--- src/hw/rtl/set_assoc_cache_tree_plru_top_defines.svh ---
// assertion macros for the tree plru cache block
// used by set_assoc_cache_tree_plru_top, expects clk and rst_n in scope
`ifndef SET_ASSOC_CACHE_TREE_PLRU_TOP_DEFINES_SVH
`define SET_ASSOC_CACHE_TREE_PLRU_TOP_DEFINES_SVH

// same-cycle implication
`define SACPLRU_ASSERT_NOW(label, ante, cons, msg) \
  label: assert property (@(posedge clk) disable iff (!rst_n) (ante) |-> (cons)) \
    else $error(msg);

// next-cycle implication
`define SACPLRU_ASSERT_NEXT(label, ante, cons, msg) \
  label: assert property (@(posedge clk) disable iff (!rst_n) (ante) |=> (cons)) \
    else $error(msg);

`endif

--- src/hw/rtl/sacplru_pkg.sv ---
// types, constants and tree plru functions for the cache block
// no dependencies
package sacplru_pkg;

  localparam int ADDR_W      = 64;
  localparam int OFFSET_BITS = 6;
  localparam int SETS        = 256;
  localparam int WAYS        = 8;
  localparam int SET_W       = $clog2(SETS);
  localparam int WAY_W       = $clog2(WAYS);
  localparam int TAG_W       = ADDR_W - OFFSET_BITS - SET_W;
  localparam int TREE_W      = WAYS - 1;
  localparam int CNT_W       = 32;
  localparam int QDEPTH      = 2;
  localparam int QPTR_W      = $clog2(QDEPTH);

  typedef logic [ADDR_W-1:0] addr_t;
  typedef logic [SET_W-1:0]  set_idx_t;
  typedef logic [WAY_W-1:0]  way_t;
  typedef logic [TAG_W-1:0]  tag_t;
  typedef logic [TREE_W-1:0] tree_t;
  typedef logic [CNT_W-1:0]  cnt_t;

  typedef struct packed {
    set_idx_t set_idx;
    tag_t     tag;
  } req_t;

  typedef struct packed {
    logic valid;
    req_t req;
  } q_head_t;

  typedef struct packed {
    logic busy;
  } back_stat_t;

  typedef struct packed {
    tree_t                     tree;
    logic [WAYS-1:0]           valid;
    logic [WAYS-1:0][TAG_W-1:0] tag;
  } row_t;

  localparam int ROW_W = $bits(row_t);

  // walk from the root following the tree bits
  function automatic way_t tree_victim(tree_t tree);
    int node;
    int dir;
    int l;
    node = 0;
    for (l = 0; l < WAY_W; l++) begin
      dir  = int'(tree[TREE_W-1-node]);
      node = 2 * node + 1 + dir;
    end
    return way_t'(node - (WAYS - 1));
  endfunction

  // point every node on the way's path to the other subtree
  function automatic tree_t tree_touch(tree_t tree, way_t way);
    tree_t t;
    int    node;
    int    dir;
    int    l;
    t    = tree;
    node = 0;
    for (l = 0; l < WAY_W; l++) begin
      dir = int'(way[WAY_W-1-l]);
      t[TREE_W-1-node] = (dir == 0);
      node = 2 * node + 1 + dir;
    end
    return t;
  endfunction

endpackage

--- src/hw/rtl/sacplru_if.sv ---
// request and result channel interfaces for the cache block
// depends on sacplru_pkg
interface sacplru_in_if;
  import sacplru_pkg::*;

  logic  valid;
  logic  ready;
  addr_t access_address;

  modport source (output valid, output access_address, input ready);
  modport sink (input valid, input access_address, output ready);
endinterface


--- src/hw/rtl/sacplru_front.sv ---
// front end: accepts requests, splits set index and tag, small queue
// depends on sacplru_pkg and sacplru_if
module sacplru_front (
  input  logic                 clk,
  input  logic                 rst_n,
  sacplru_in_if.sink           in_chan,
  output sacplru_pkg::q_head_t q_head,
  input  logic                 q_pop
);
  import sacplru_pkg::*;

  req_t              q_mem_r [QDEPTH];
  logic [QPTR_W-1:0] wr_ptr_r;
  logic [QPTR_W-1:0] rd_ptr_r;
  logic [QPTR_W:0]   count_r;
  logic [QPTR_W:0]   count_nxt;
  logic              push;
  req_t              req_in;

  always_comb begin
    req_in.set_idx = in_chan.access_address[OFFSET_BITS +: SET_W];
    req_in.tag     = in_chan.access_address[ADDR_W-1 -: TAG_W];
  end

  assign in_chan.ready = (count_r != (QPTR_W + 1)'(QDEPTH));
  assign push          = in_chan.valid && in_chan.ready;

  assign q_head.valid = (count_r != '0);
  assign q_head.req   = q_mem_r[rd_ptr_r];

  always_comb begin
    count_nxt = count_r;
    if (push && !q_pop) begin
      count_nxt = count_r + (QPTR_W + 1)'(1);
    end else if (!push && q_pop) begin
      count_nxt = count_r - (QPTR_W + 1)'(1);
    end
  end

  always_ff @(posedge clk) begin
    if (!rst_n) begin
      wr_ptr_r <= '0;
      rd_ptr_r <= '0;
      count_r  <= '0;
    end else begin
      count_r <= count_nxt;
      if (push) begin
        wr_ptr_r <= wr_ptr_r + QPTR_W'(1);
      end
      if (q_pop) begin
        rd_ptr_r <= rd_ptr_r + QPTR_W'(1);
      end
    end
  end

  always_ff @(posedge clk) begin
    if (push) begin
      q_mem_r[wr_ptr_r] <= req_in;
    end
  end

endmodule

--- src/flat_wrapper.sv ---
// flat-port wrapper written by rule: the top's interface ports become plain ports
module sacplru_front_flat import sacplru_pkg::*;
  (clk, rst_n, q_head, q_pop, in_chan_valid, in_chan_access_address, in_chan_ready);
  sacplru_in_if in_chan_i ();
  input  logic clk;
  input  logic rst_n;
  output sacplru_pkg::q_head_t q_head;
  input  logic q_pop;
  input wire logic [$bits(in_chan_i.valid)-1:0] in_chan_valid;
  input wire logic [$bits(in_chan_i.access_address)-1:0] in_chan_access_address;
  output wire logic [$bits(in_chan_i.ready)-1:0] in_chan_ready;
  assign in_chan_i.valid = in_chan_valid;
  assign in_chan_i.access_address = in_chan_access_address;
  assign in_chan_ready = in_chan_i.ready;
  sacplru_front u_core (.clk(clk), .rst_n(rst_n), .in_chan(in_chan_i), .q_head(q_head), .q_pop(q_pop));
endmodule
--- config.mk ---
export PLATFORM = sky130hd
export DESIGN_NAME = sacplru_front_flat
export DESIGN_NICKNAME = d
export VERILOG_FILES = /design/src/hw/rtl/set_assoc_cache_tree_plru_top_defines.svh /design/src/hw/rtl/sacplru_pkg.sv /design/src/hw/rtl/sacplru_if.sv /design/src/hw/rtl/sacplru_front.sv /design/src/flat_wrapper.sv
export SDC_FILE = /design/constraint.sdc
export NUM_CORES = 1
export LEC_CHECK = 0
export ABC_AREA = 1
export ABC_CLOCK_PERIOD_IN_PS = 6400
export BUFFER_PORTS_ARGS = -buffer_cell sky130_fd_sc_hd__buf_2
export CELL_PAD_IN_SITES_DETAIL_PLACEMENT = 1
export CELL_PAD_IN_SITES_GLOBAL_PLACEMENT = 1
export CORE_ASPECT_RATIO = 0.7
export CORE_MARGIN = 3
export CORE_UTILIZATION = 39
export DETAILED_ROUTE_END_ITERATION = 16
export PLACE_DENSITY = 0.85
export SLEW_MARGIN = 40
export SYNTH_ARGS = -nofsm -noshare
export SYNTH_HDL_FRONTEND = slang
export SYNTH_SLANG_ARGS = --single-unit
--- constraint.sdc ---
create_clock -name clk -period 6.4 [get_ports clk]
set_input_delay 0.96 -clock clk [delete_from_list [all_inputs] [get_ports clk]]
set_output_delay 0.96 -clock clk [all_outputs]
set_load 0.02 [all_outputs]
==> results of run 1 <==
==> final cells by class <==
type                    instances  area [sq um]  area share, %
inverters                       8         30.03         0.5129
multi-input cells              81         845.8          14.45
clock buffers                  18         429.2          7.331
clock inverters                13         130.1          2.223
repair buffers                124         640.6          10.94
flip-flops and latches        121          3587          61.27
well taps                     153         191.4          3.270
==> cell usage after synthesis (all sizes together) <==
| cell | count | area [sq um] |
|---|---|---|
| buf | 6 | 48.79 |
| mux2 | 58 | 728.2 |
| dfxtp | 5 | 100.1 |
| ha | 1 | 12.51 |
| nand3 | 1 | 5.000 |
| inv | 8 | 30.03 |
| nand4 | 1 | 6.260 |
| o21ai | 2 | 10.01 |
| nand2 | 9 | 33.78 |
| a21oi | 1 | 5.000 |
| nor2 | 8 | 30.03 |
| edfxtp | 116 | 3483 |
==> power by group through the flow <==
stage / registers (mW) / logic [mW] / clock network [mW]
6_report: 0.967 / 0.253 / 0.896
3_3_place_gp: 0.983 / 0.239 / 0
2_1_floorplan: 0.975 / 0.168 / 0
3_5_place_dp: 0.985 / 0.257 / 0
5_1_grt: 0.974 / 0.274 / 0.955
4_1_cts: 0.969 / 0.259 / 0.924
==> layer usage <==
metal	vias to the layer above	part of all wire (%)	global-route usage, %	wire length, um
met5	-	0	0	0
met4	0	1.7	6.610	153
met3	14	8.9	6.792	825
met2	98	49	23.91	4518
met1	1194	41	16.76	3757
li1	1112	-	-	-
==> state kept, by name (all words and copies together), names as in the netlist, named ones only <==
| register | cells |
|---|---|
| u_core.rd_ptr_r | 1 |
| u_core.count_r | 2 |
| u_core.q_mem_r | 116 |
| u_core.wr_ptr_r | 1 |
==> cell families (layout without fill, tap and decap cells) <==
group,count (synthesis),in the layout,synth area share [%]
AND/OR/NAND/NOR,19,19,1.671
multiplexers,58,58,16.21
buffers and inverters,14,163,1.754
flip-flops,121,121,79.76
AO/OA/AOI/OAI,3,3,0.3341
adder cells (fa/ha/maj),1,1,0.2784
==> worst min-delay path: stages (launching register included) <==
cell     delay [ns]
dfxtp_1        0.33
nor2_1         0.06
nor2_1         0.09
==> how the worst min path moves through the flow <==
stage	startpoint	cells after the start	end
2_1_floorplan	u_core.rd_ptr_r$_SDFFE_PN0P_	2	register
3_3_place_gp	u_core.rd_ptr_r$_SDFFE_PN0P_	2	u_core.rd_ptr_r$_SDFFE_PN0P_
3_5_place_dp	u_core.rd_ptr_r$_SDFFE_PN0P_	2	register
4_1_cts	u_core.rd_ptr_r$_SDFFE_PN0P_	2	register
5_1_grt	u_core.rd_ptr_r$_SDFFE_PN0P_	2	register
6_report	u_core.rd_ptr_r$_SDFFE_PN0P_	2	register
==> stage by stage <==
step / cells / hold slack (ns)
6_report: 518 / 0.5189
5_1_grt: 518 / 0.5597
3_5_place_dp: 487 / 0.5075
4_1_cts: 518 / 0.5299
3_3_place_gp: 486 / 0.4763
2_1_floorplan: 216 / 0.4635
==> qor.csv, run 1 <==
stage,metric,value,unit
critical_path,r2r-end,u_core.q_mem_r[1][0]$_DFFE_PP_,
routing,wl_per_cell,17.86,um
timing,finClkSkew,0.006702,ns
cells_and_area,stdcell_area,5854,sq um
routing,drt-initial-drc-count,102,
critical_path,path_cells,buf_12 -> mux2_2 -> buf_2,
cells_and_area,final_common_cell,buf_2,
global_routing,grt_pass1_wl,13.89,mm
clocking,cts_tree,built,
floorplanning,die_h,95.80,um
logic_synthesis,seq_area_frac_synth,79.75,%
place,dpl_worst_slack,3.578,ns
critical_path,crit_required,5.44,ns
floorplanning,rows,32,
power_and_ir_drop,peakVddDrop,0.1900,mV
min_path,hold_path_class,register to register,
global_routing,grt_max_degree,36,
timing,fmax,353.4,MHz
global_routing,track_usage,14.66,%
logic_synthesis,syn_avg_cell_area,20.80,sq um
power_and_ir_drop,power.density,361.5,nW/um^2
critical_path,cp_top_family,flip-flops,
timing,maxSlewHeadroom,51.06,%
logic_synthesis,synth_nets,285,
timing,worst_pin_slew,0.7324,ns
routing,vias_per_cell,4.668,
power_and_ir_drop,intPower,1.611,mW
floorplanning,start_util,40.37,%
floorplanning,die_area,12870,sq um
critical_path,cp.depth,3,
outcome,status,finished clean,
timing,min_period,2.830,ns
clocking,clock_path_buffers,2,
place,place_area,5295,sq um
floorplanning,ios,128,
place,io_buffers,121,
timing,rsz0062_at_grt,false,
cells_and_area,n_fill_cell,1077,
job,maxCapViolations,0,
power_and_ir_drop,pwr-share-comb,11.9,%
cells_and_area,syn2layout_area_growth,30.30,%
place,dp_hpwl,6.313,mm
power_and_ir_drop,power,2.116,mW
critical_path,r2r_start,u_core.count_r[0]$_SDFFE_PN0P_,
clocking,htreeDepth,4,
cells_and_area,final_core_util,52.60,%
critical_path,critPathKind,register to output pin,
cells_and_area,diodes,0,
critical_path,crit_path_max_incr_delay,0.64,ns
logic_synthesis,synth-seq-cells,121,
critical_path,worst_setup_path_start_kind,register,
critical_path,crit_end,q_head[38],
power_and_ir_drop,leakage,2.265,nW
clocking,path_clk_slew,0.05,ns
cells_and_area,nNetsFinal,422,
floorplanning,core,11130,sq um
cells_and_area,drive_gt1_share,58.36,%
timing,final.setup.tns,0,ns
global_routing,grt_pass1_vias,2618,
clocking,cts_resized,0,
global_routing,grt_overflow_total,0,
timing,finalMaxSlewViolations,0,
routing,num_vias,2418,
clocking,clk_latency,0.40,ns
logic_synthesis,synthCells,216,
power_and_ir_drop,p_seq_share,45.7,%
clocking,cts_made_buffers,17,
power_and_ir_drop,swShare,23.89,%
routing,ant_nets,0,
cells_and_area,mostFrequentLayoutCells,"121 x buf_2, 116 x edfxtp_1, 38 x mux2_2, 20 x mux2_4, 17 x clkbuf_16",
critical_path,worst_path_max_delay_cell,dfxtp_4,
logic_synthesis,yosysWarnings,0,
power_and_ir_drop,p_clk_share,42.4,%
place,gp_congestion,0.6913,
power_and_ir_drop,p_switching,505.7,uW
floorplanning,die-width,134.3,um
clocking,hold_buffers,0,
clocking,clkSinkCount,121,
critical_path,critPathMaxFanout,32,
routing,dr.pass1.iters,4,
logic_synthesis,ys_types,14,
critical_path,arrival,1.87,ns
routing,drc,0,
timing,worst_slack,3.570,ns
routing,wl,9.254,mm
critical_path,ff2ff_setup_slack,4.15,ns
critical_path,path_buf_inv,2,
logic_synthesis,synth_area,4493,sq um
critical_path,cp-end-kind,output pin,
global_routing,antenna_found_initial,0,
clocking,cts_setup_buffers,0,
clocking,cts_root_buf,clkbuf_16,
timing,hold_viol_final,0,
timing,setup_viol,0,
timing,period_share,44.21,%
critical_path,rr_worst_depth,5,
No activity file was read; power rests on OpenSTA's default activity.
==> inputs of run 2 (changes only) <==
--- a/config.mk
+++ b/config.mk
@@ -6,7 +6,7 @@
 export NUM_CORES = 1
 export LEC_CHECK = 0
 export ABC_AREA = 1
-export ABC_CLOCK_PERIOD_IN_PS = 6400
+export ABC_CLOCK_PERIOD_IN_PS = 2790
 export BUFFER_PORTS_ARGS = -buffer_cell sky130_fd_sc_hd__buf_2
 export CELL_PAD_IN_SITES_DETAIL_PLACEMENT = 1
 export CELL_PAD_IN_SITES_GLOBAL_PLACEMENT = 1
==> constraint.sdc (replaced) <==
create_clock -name clk -period 2.79 [get_ports clk]
set_input_delay 0.4185 -clock clk [delete_from_list [all_inputs] [get_ports clk]]
set_output_delay 0.4185 -clock clk [all_outputs]
set_load 0.02 [all_outputs]
==> run 2 against run 1 <==
Combinational power increased by 130%. Final cell count increased by 0.39%. Global-route usage decreased by 0.35 points. Largest cell class unchanged. Largest power group unchanged. Highest routed layer unchanged.
==> qor.csv, run 2 (synthesis results as in run 1) <==
stage,metric,value,unit,change
timing,worst_slack,0.4917,ns,-3.079 ns
cells_and_area,final_common_cell,buf_2,,
timing,worst_pin_slew,0.4857,ns,-0.2468 ns
place,io_buffers,121,,unchanged
global_routing,grt_max_degree,36,,unchanged
power_and_ir_drop,power.density,845.1,nW/um^2,+130%
global_routing,grt_overflow_total,0,,unchanged
floorplanning,die_area,12870,sq um,unchanged
cells_and_area,mostFrequentLayoutCells,"121 x buf_2, 116 x edfxtp_1, 38 x mux2_2, 20 x mux2_4, 17 x clkbuf_16",,
routing,wl,9.019,mm,-2.5%
timing,maxSlewHeadroom,67.62,%,+17 points
clocking,clkSinkCount,121,,unchanged
clocking,cts_resized,0,,unchanged
critical_path,ff2ff_setup_slack,1.18,ns,-2.97 ns
floorplanning,die-width,134.3,um,unchanged
routing,drc,0,,unchanged
global_routing,grt_pass1_vias,2570,,-1.8%
critical_path,path_cells,buf_12 -> mux2_2 -> buf_2,,
power_and_ir_drop,peakVddDrop,0.6076,mV,+220%
power_and_ir_drop,leakage,2.299,nW,+1.5%
place,gp_congestion,0.6973,,+0.87%
cells_and_area,largest_reg_flops,116,,unchanged
timing,fmax,435.1,MHz,
global_routing,antenna_found_initial,0,,unchanged
cells_and_area,syn2layout_area_growth,31.33,%,
timing,finClkSkew,0.005620,ns,-0.001082 ns
outcome,status,finished clean,,
timing,rsz0062_at_grt,false,,
timing,hold_viol_final,0,,unchanged
timing,setup_viol,0,,unchanged
routing,num_vias,2394,,-0.99%
clocking,hold_buffers,0,,unchanged
timing,period_share,82.38,%,
cells_and_area,multiInputGateArea,845.8,sq um,unchanged
routing,drt-initial-drc-count,91,,-11%
clocking,htreeDepth,4,,unchanged
place,place_area,5310,sq um,+0.28%
critical_path,worst_path_max_delay_cell,dfxtp_4,,
global_routing,track_usage,14.31,%,-0.35 points
cells_and_area,stdcell_area,5901,sq um,+0.79%
critical_path,cp-end-kind,output pin,,
power_and_ir_drop,power,4.987,mW,+140%
critical_path,worst_setup_path_start_kind,register,,
place,dp_hpwl,6.103,mm,-3.3%
floorplanning,die_h,95.80,um,unchanged
cells_and_area,largest_register,u_core.q_mem_r,,
routing,ant_nets,0,,unchanged
min_path,min_to,u_core.q_mem_r[1][41]$_DFFE_PP_,,
critical_path,r2r_start,u_core.count_r[0]$_SDFFE_PN0P_,,
min_path,min-delay-start,in_chan_access_address[55],,
routing,wl_per_cell,17.34,um,-2.9%
timing,finalMaxSlewViolations,0,,unchanged
timing,hold_slack,0.2058,ns,-0.3131 ns
cells_and_area,diodes,0,,unchanged
place,dpl_worst_slack,0.8757,ns,-2.702 ns
routing,dr.pass1.iters,4,,unchanged
cells_and_area,drive_gt1_share,57.77,%,-0.59 points
cells_and_area,nNetsFinal,424,,+0.47%
floorplanning,ios,128,,unchanged
critical_path,crit_path_max_incr_delay,0.63,ns,about the same
floorplanning,rows,32,,unchanged
timing,min_period,2.298,ns,
clocking,cts_root_buf,clkbuf_16,,
routing,vias_per_cell,4.604,,-1.4%
clocking,cts_made_buffers,17,,unchanged
clocking,cts_tree,built,,
clocking,clock_path_buffers,2,,unchanged
min_path,hold_path_class,input port to register,,
critical_path,critPathKind,register to output pin,,
clocking,cts_setup_buffers,0,,unchanged
floorplanning,start_util,40.37,%,unchanged
cells_and_area,reg_top3,"u_core.q_mem_r: 116 flops, u_core.count_r: 2 flops",,
critical_path,critPathMaxFanout,35,,+9.4%
critical_path,arrival,1.88,ns,about the same
clocking,clk_latency,0.40,ns,about the same
critical_path,rr_worst_depth,5,,unchanged
job,maxCapViolations,0,,unchanged
cells_and_area,register_area,3587,sq um,unchanged
cells_and_area,n_fill_cell,1078,,+0.093%
clocking,path_clk_slew,0.05,ns,about the same
floorplanning,core,11130,sq um,unchanged
min_path,hold_path_depth,1,,-1
global_routing,grt_pass1_wl,13.36,mm,-3.8%
critical_path,crit_required,2.37,ns,-3.07 ns
critical_path,r2r-end,u_core.q_mem_r[1][38]$_DFFE_PP_,,
run 2: power breakdown:
| part | switching, mW | internal, mW | leakage (nW) |
|---|---|---|---|
| sequential | 0.0523 | 2.17 | 1.12 |
| clock | 0.709 | 1.47 | 0.286 |
| combinational | 0.352 | 0.235 | 0.889 |
| total | 1.11 | 3.87 | 2.30 |
run 2: how the worst max path moves through the flow:
stage | endpoint | cells past startpoint
after floorplan | u_core.q_mem_r[0][0]$_DFFE_PP_ | 4
after global placement | q_head[43] | 3
after detailed placement | q_head[46] | 3
after CTS | q_head[4] | 3
after global routing | q_head[50] | 3
final | q_head[49] | 3
run 2: worst max-delay path: cells and delay by family, from the launching register on:
family / cells / cell delay (ns)
buffers and inverters: 2 / 0.44
DFF: 1 / 0.63
muxes: 1 / 0.38
run 2: area by class of cell:
type / instances / area share [%]
multi-input combinational: 81 / 14.33
clock buffer: 20 / 7.400
sequential: 121 / 60.79
inverter: 8 / 0.5089
tap: 153 / 3.244
timing repair buffer: 126 / 11.11
clock inverter: 11 / 2.608
run 2: metrics by stage:
stage                     TNS [ns]  cells  util, %
after floorplan             -94.26    216        -
after global placement           0    489    47.71
after detailed placement         0    489    47.71
after CTS                        0    520    53.01
after global routing             0    520    53.01
final                            0    520    53.01
run 2: routing by layer:
layer  part of all wire (%)  routed length, um  global-route usage (%)  up-vias
met5                      0                  0                       0        -
met4                    1.1                102                   5.593        0
met3                    8.6                779                   7.210        9
met2                     48               4339                   22.83       96
met1                     42               3798                   16.76     1178
li1                       -                  -                       -     1111
==> inputs of run 3 (changes only) <==
--- a/config.mk
+++ b/config.mk
@@ -6,7 +6,7 @@
 export NUM_CORES = 1
 export LEC_CHECK = 0
 export ABC_AREA = 1
-export ABC_CLOCK_PERIOD_IN_PS = 2790
+export ABC_CLOCK_PERIOD_IN_PS = 2160
 export BUFFER_PORTS_ARGS = -buffer_cell sky130_fd_sc_hd__buf_2
 export CELL_PAD_IN_SITES_DETAIL_PLACEMENT = 1
 export CELL_PAD_IN_SITES_GLOBAL_PLACEMENT = 1
==> constraint.sdc (replaced) <==
create_clock -name clk -period 2.16 [get_ports clk]
set_input_delay 0.324 -clock clk [delete_from_list [all_inputs] [get_ports clk]]
set_output_delay 0.324 -clock clk [all_outputs]
set_load 0.02 [all_outputs]
==> run 3 against run 2 <==
Worst hold slack worse by 0.091 ns. Sequential power is 28% higher. Non-clock buffer count is 1 higher. Die area stayed put. Largest cell class unchanged. Via count is 1.3% higher. Largest power group unchanged.
==> qor.csv, run 3 (synthesis results as in run 1) <==
stage,metric,value,unit,change
power_and_ir_drop,p_clk_share,41.1,%,-2.6 points
cells_and_area,drive_gt1_share,58.97,%,+1.2 points
cells_and_area,final_core_util,52.57,%,-0.44 points
critical_path,arrival,1.71,ns,-0.17 ns
floorplanning,rows,32,,unchanged
critical_path,critPathMaxFanout,32,,-8.6%
timing,maxSlewHeadroom,70.86,%,+3.2 points
place,dp_hpwl,5.985,mm,-1.9%
clocking,htreeDepth,4,,unchanged
global_routing,grt_overflow_total,0,,unchanged
floorplanning,ios,128,,unchanged
timing,min_period,2.034,ns,
timing,finClkSkew,0.004856,ns,-0.0007636 ns
clocking,path_clk_slew,0.05,ns,about the same
floorplanning,core,11130,sq um,unchanged
critical_path,critPathKind,register to output pin,,
cells_and_area,largest_register,u_core.q_mem_r,,
power_and_ir_drop,peakVddDrop,0.6000,mV,-1.2%
global_routing,antenna_found_initial,0,,unchanged
clocking,clock_path_buffers,2,,unchanged
critical_path,r2r_start,u_core.count_r[0]$_SDFFE_PN0P_,,
routing,num_vias,2426,,+1.3%
critical_path,path_cells,buf_4 -> mux2_2 -> buf_2,,
timing,period_share,94.16,%,
timing,fmax,491.7,MHz,
place,gp_congestion,0.7072,,+1.4%
min_path,min_to,u_core.q_mem_r[0][18]$_DFFE_PP_,,
clocking,cts_made_buffers,17,,unchanged
min_path,min-delay-start,in_chan_access_address[32],,
job,maxCapViolations,0,,unchanged
place,io_buffers,121,,unchanged
timing,worst_slack,0.1261,ns,-0.3656 ns
critical_path,cp-end-kind,output pin,,
global_routing,grt_pass1_wl,13.54,mm,+1.3%
routing,drt-initial-drc-count,85,,-6.6%
power_and_ir_drop,pwr-share-comb,12.6,%,+0.8 points
critical_path,cp_top_family,buffers and inverters,,
critical_path,crit_required,1.84,ns,-0.53 ns
critical_path,rr_worst_depth,10,,+5
global_routing,grt_pass1_vias,2712,,+5.5%
cells_and_area,largest_reg_flops,116,,unchanged
clocking,cts_root_buf,clkbuf_16,,
critical_path,worst_path_max_delay_cell,mux2_2,,
clocking,cts_resized,0,,unchanged
routing,dr.pass1.iters,4,,unchanged
routing,vias_per_cell,4.656,,+1.1%
power_and_ir_drop,p_switching,1.485,mW,+33%
timing,setup_viol,0,,unchanged
routing,drc,0,,unchanged
place,dpl_worst_slack,0.5047,ns,-0.3709 ns
critical_path,r2r-end,u_core.count_r[1]$_SDFFE_PN0P_,,
routing,ant_nets,0,,unchanged
power_and_ir_drop,swShare,24.15,%,+1.8 points
floorplanning,die_h,95.80,um,unchanged
timing,hold_slack,0.1149,ns,-0.09090 ns
cells_and_area,final_common_cell,buf_2,,
cells_and_area,diodes,0,,unchanged
timing,rsz0062_at_grt,false,,
clocking,cts_setup_buffers,0,,unchanged
critical_path,crit_path_max_incr_delay,0.41,ns,-0.22 ns
critical_path,path_buf_inv,2,,unchanged
global_routing,grt_max_degree,33,,-8.3%
critical_path,worst_setup_path_start_kind,register,,
global_routing,track_usage,14.14,%,-0.17 points
power_and_ir_drop,leakage,2.276,nW,-0.99%
cells_and_area,nNetsFinal,425,,+0.24%
clocking,clk_latency,0.39,ns,about the same
cells_and_area,syn2layout_area_growth,30.24,%,
power_and_ir_drop,intPower,4.662,mW,+20%
floorplanning,die_area,12870,sq um,unchanged
cells_and_area,reg_top3,"u_core.q_mem_r: 116 flops, u_core.count_r: 2 flops",,
cells_and_area,fin_cells,521,,+0.19%
place,placed_cells,490,,+0.20%
outcome,status,finished clean,,
timing,hold_viol_final,0,,unchanged
min_path,hold_path_class,input port to register,,
floorplanning,die-width,134.3,um,unchanged
routing,wl_per_cell,17.22,um,-0.70%
timing,worst_pin_slew,0.4372,ns,-0.04849 ns
timing,finalMaxSlewViolations,0,,unchanged
power_and_ir_drop,power.density,1050,nW/um^2,+24%
critical_path,ff2ff_setup_slack,0.53,ns,-0.65 ns
cells_and_area,mostFrequentLayoutCells,"121 x buf_2, 116 x edfxtp_1, 38 x mux2_2, 20 x mux2_4, 17 x clkbuf_16",,
min_path,hold_path_depth,1,,unchanged
clocking,hold_buffers,0,,unchanged
clocking,cts_tree,built,,
power_and_ir_drop,p_seq_share,46.3,%,+1.8 points
clocking,clkSinkCount,121,,unchanged
routing,wl,8.973,mm,-0.51%
floorplanning,start_util,40.37,%,unchanged
-- run 3: cell count changes in the layout (fill, tap and decap cells not counted) --
| cell | previous run | this run |
|---|---|---|
| dfxtp_4 | 1 | 0 |
| bufinv_16 | 4 | 1 |
| clkinv_2 | 3 | 5 |
| dfxtp_2 | 0 | 1 |
| clkinv_4 | 0 | 3 |
| clkinvlp_4 | 1 | 3 |
| clkbuf_1 | 3 | 1 |
| clkinv_1 | 3 | 1 |
| buf_4 | 4 | 5 |
-- run 3: worst max path at each step --
stage | startpoint | depth (start not counted) | slack [ns] | to
3_3_place_gp | register | 3 | 0.53 | q_head[4]
3_5_place_dp | register | 3 | 0.50 | q_head[4]
5_1_grt | register | 3 | 0.03 | q_head[4]
4_1_cts | register | 3 | 0.06 | q_head[3]
6_report | register | 3 | 0.13 | q_head[4]
2_1_floorplan | u_core.count_r[0]$_SDFFE_PN0P_ | 4 | -0.49 | u_core.q_mem_r[0][0]$_DFFE_PP_
-- run 3: worst reg2reg max path: stages (launching register included) --
cell	delay, ns
dfxtp_1	0.31
inv_1	0.13
nand2_1	0.09
nand2_1	0.21
inv_1	0.11
ha_1	0.32
inv_1	0.09
nand3_1	0.09
nand2_1	0.08
inv_1	0.05
nor2_1	0.10
-- run 3: power groups by stage --
stage | logic [mW] | registers (mW) | clock network [mW]
final | 0.775 | 2.85 | 2.52
after global routing | 0.836 | 2.86 | 2.70
after CTS | 0.790 | 2.85 | 2.60
after detailed placement | 0.786 | 2.90 | 0
after global placement | 0.757 | 2.88 | 0
after floorplan | 0.500 | 2.88 | 0
-- run 3: routing by layer --
metal	track usage (%)	share of wire, %
met5	0	0
met4	4.831	0.62
met3	6.217	7.1
met2	24.54	50
met1	15.78	42
-- run 3: stage by stage --
step / cell area, sq um / power, mW / setup TNS (ns)
final: 5852 / 6.147 / 0
after global routing: 5852 / 6.401 / 0
after CTS: 5852 / 6.238 / 0
after detailed placement: 5315 / 3.681 / 0
after global placement: 5315 / 3.634 / 0
after floorplan: 4498 / 3.382 / -57.12
-- run 3: final cells by class --
cell class	count	area, sq um
fill	1061	5279
sequential	121	3585
multi-input combinational	81	845.8
timing repair buffer	127	663.1
clock buffer	18	429.2
tap	153	191.4
clock inverter	13	107.6
inverter	8	30.03
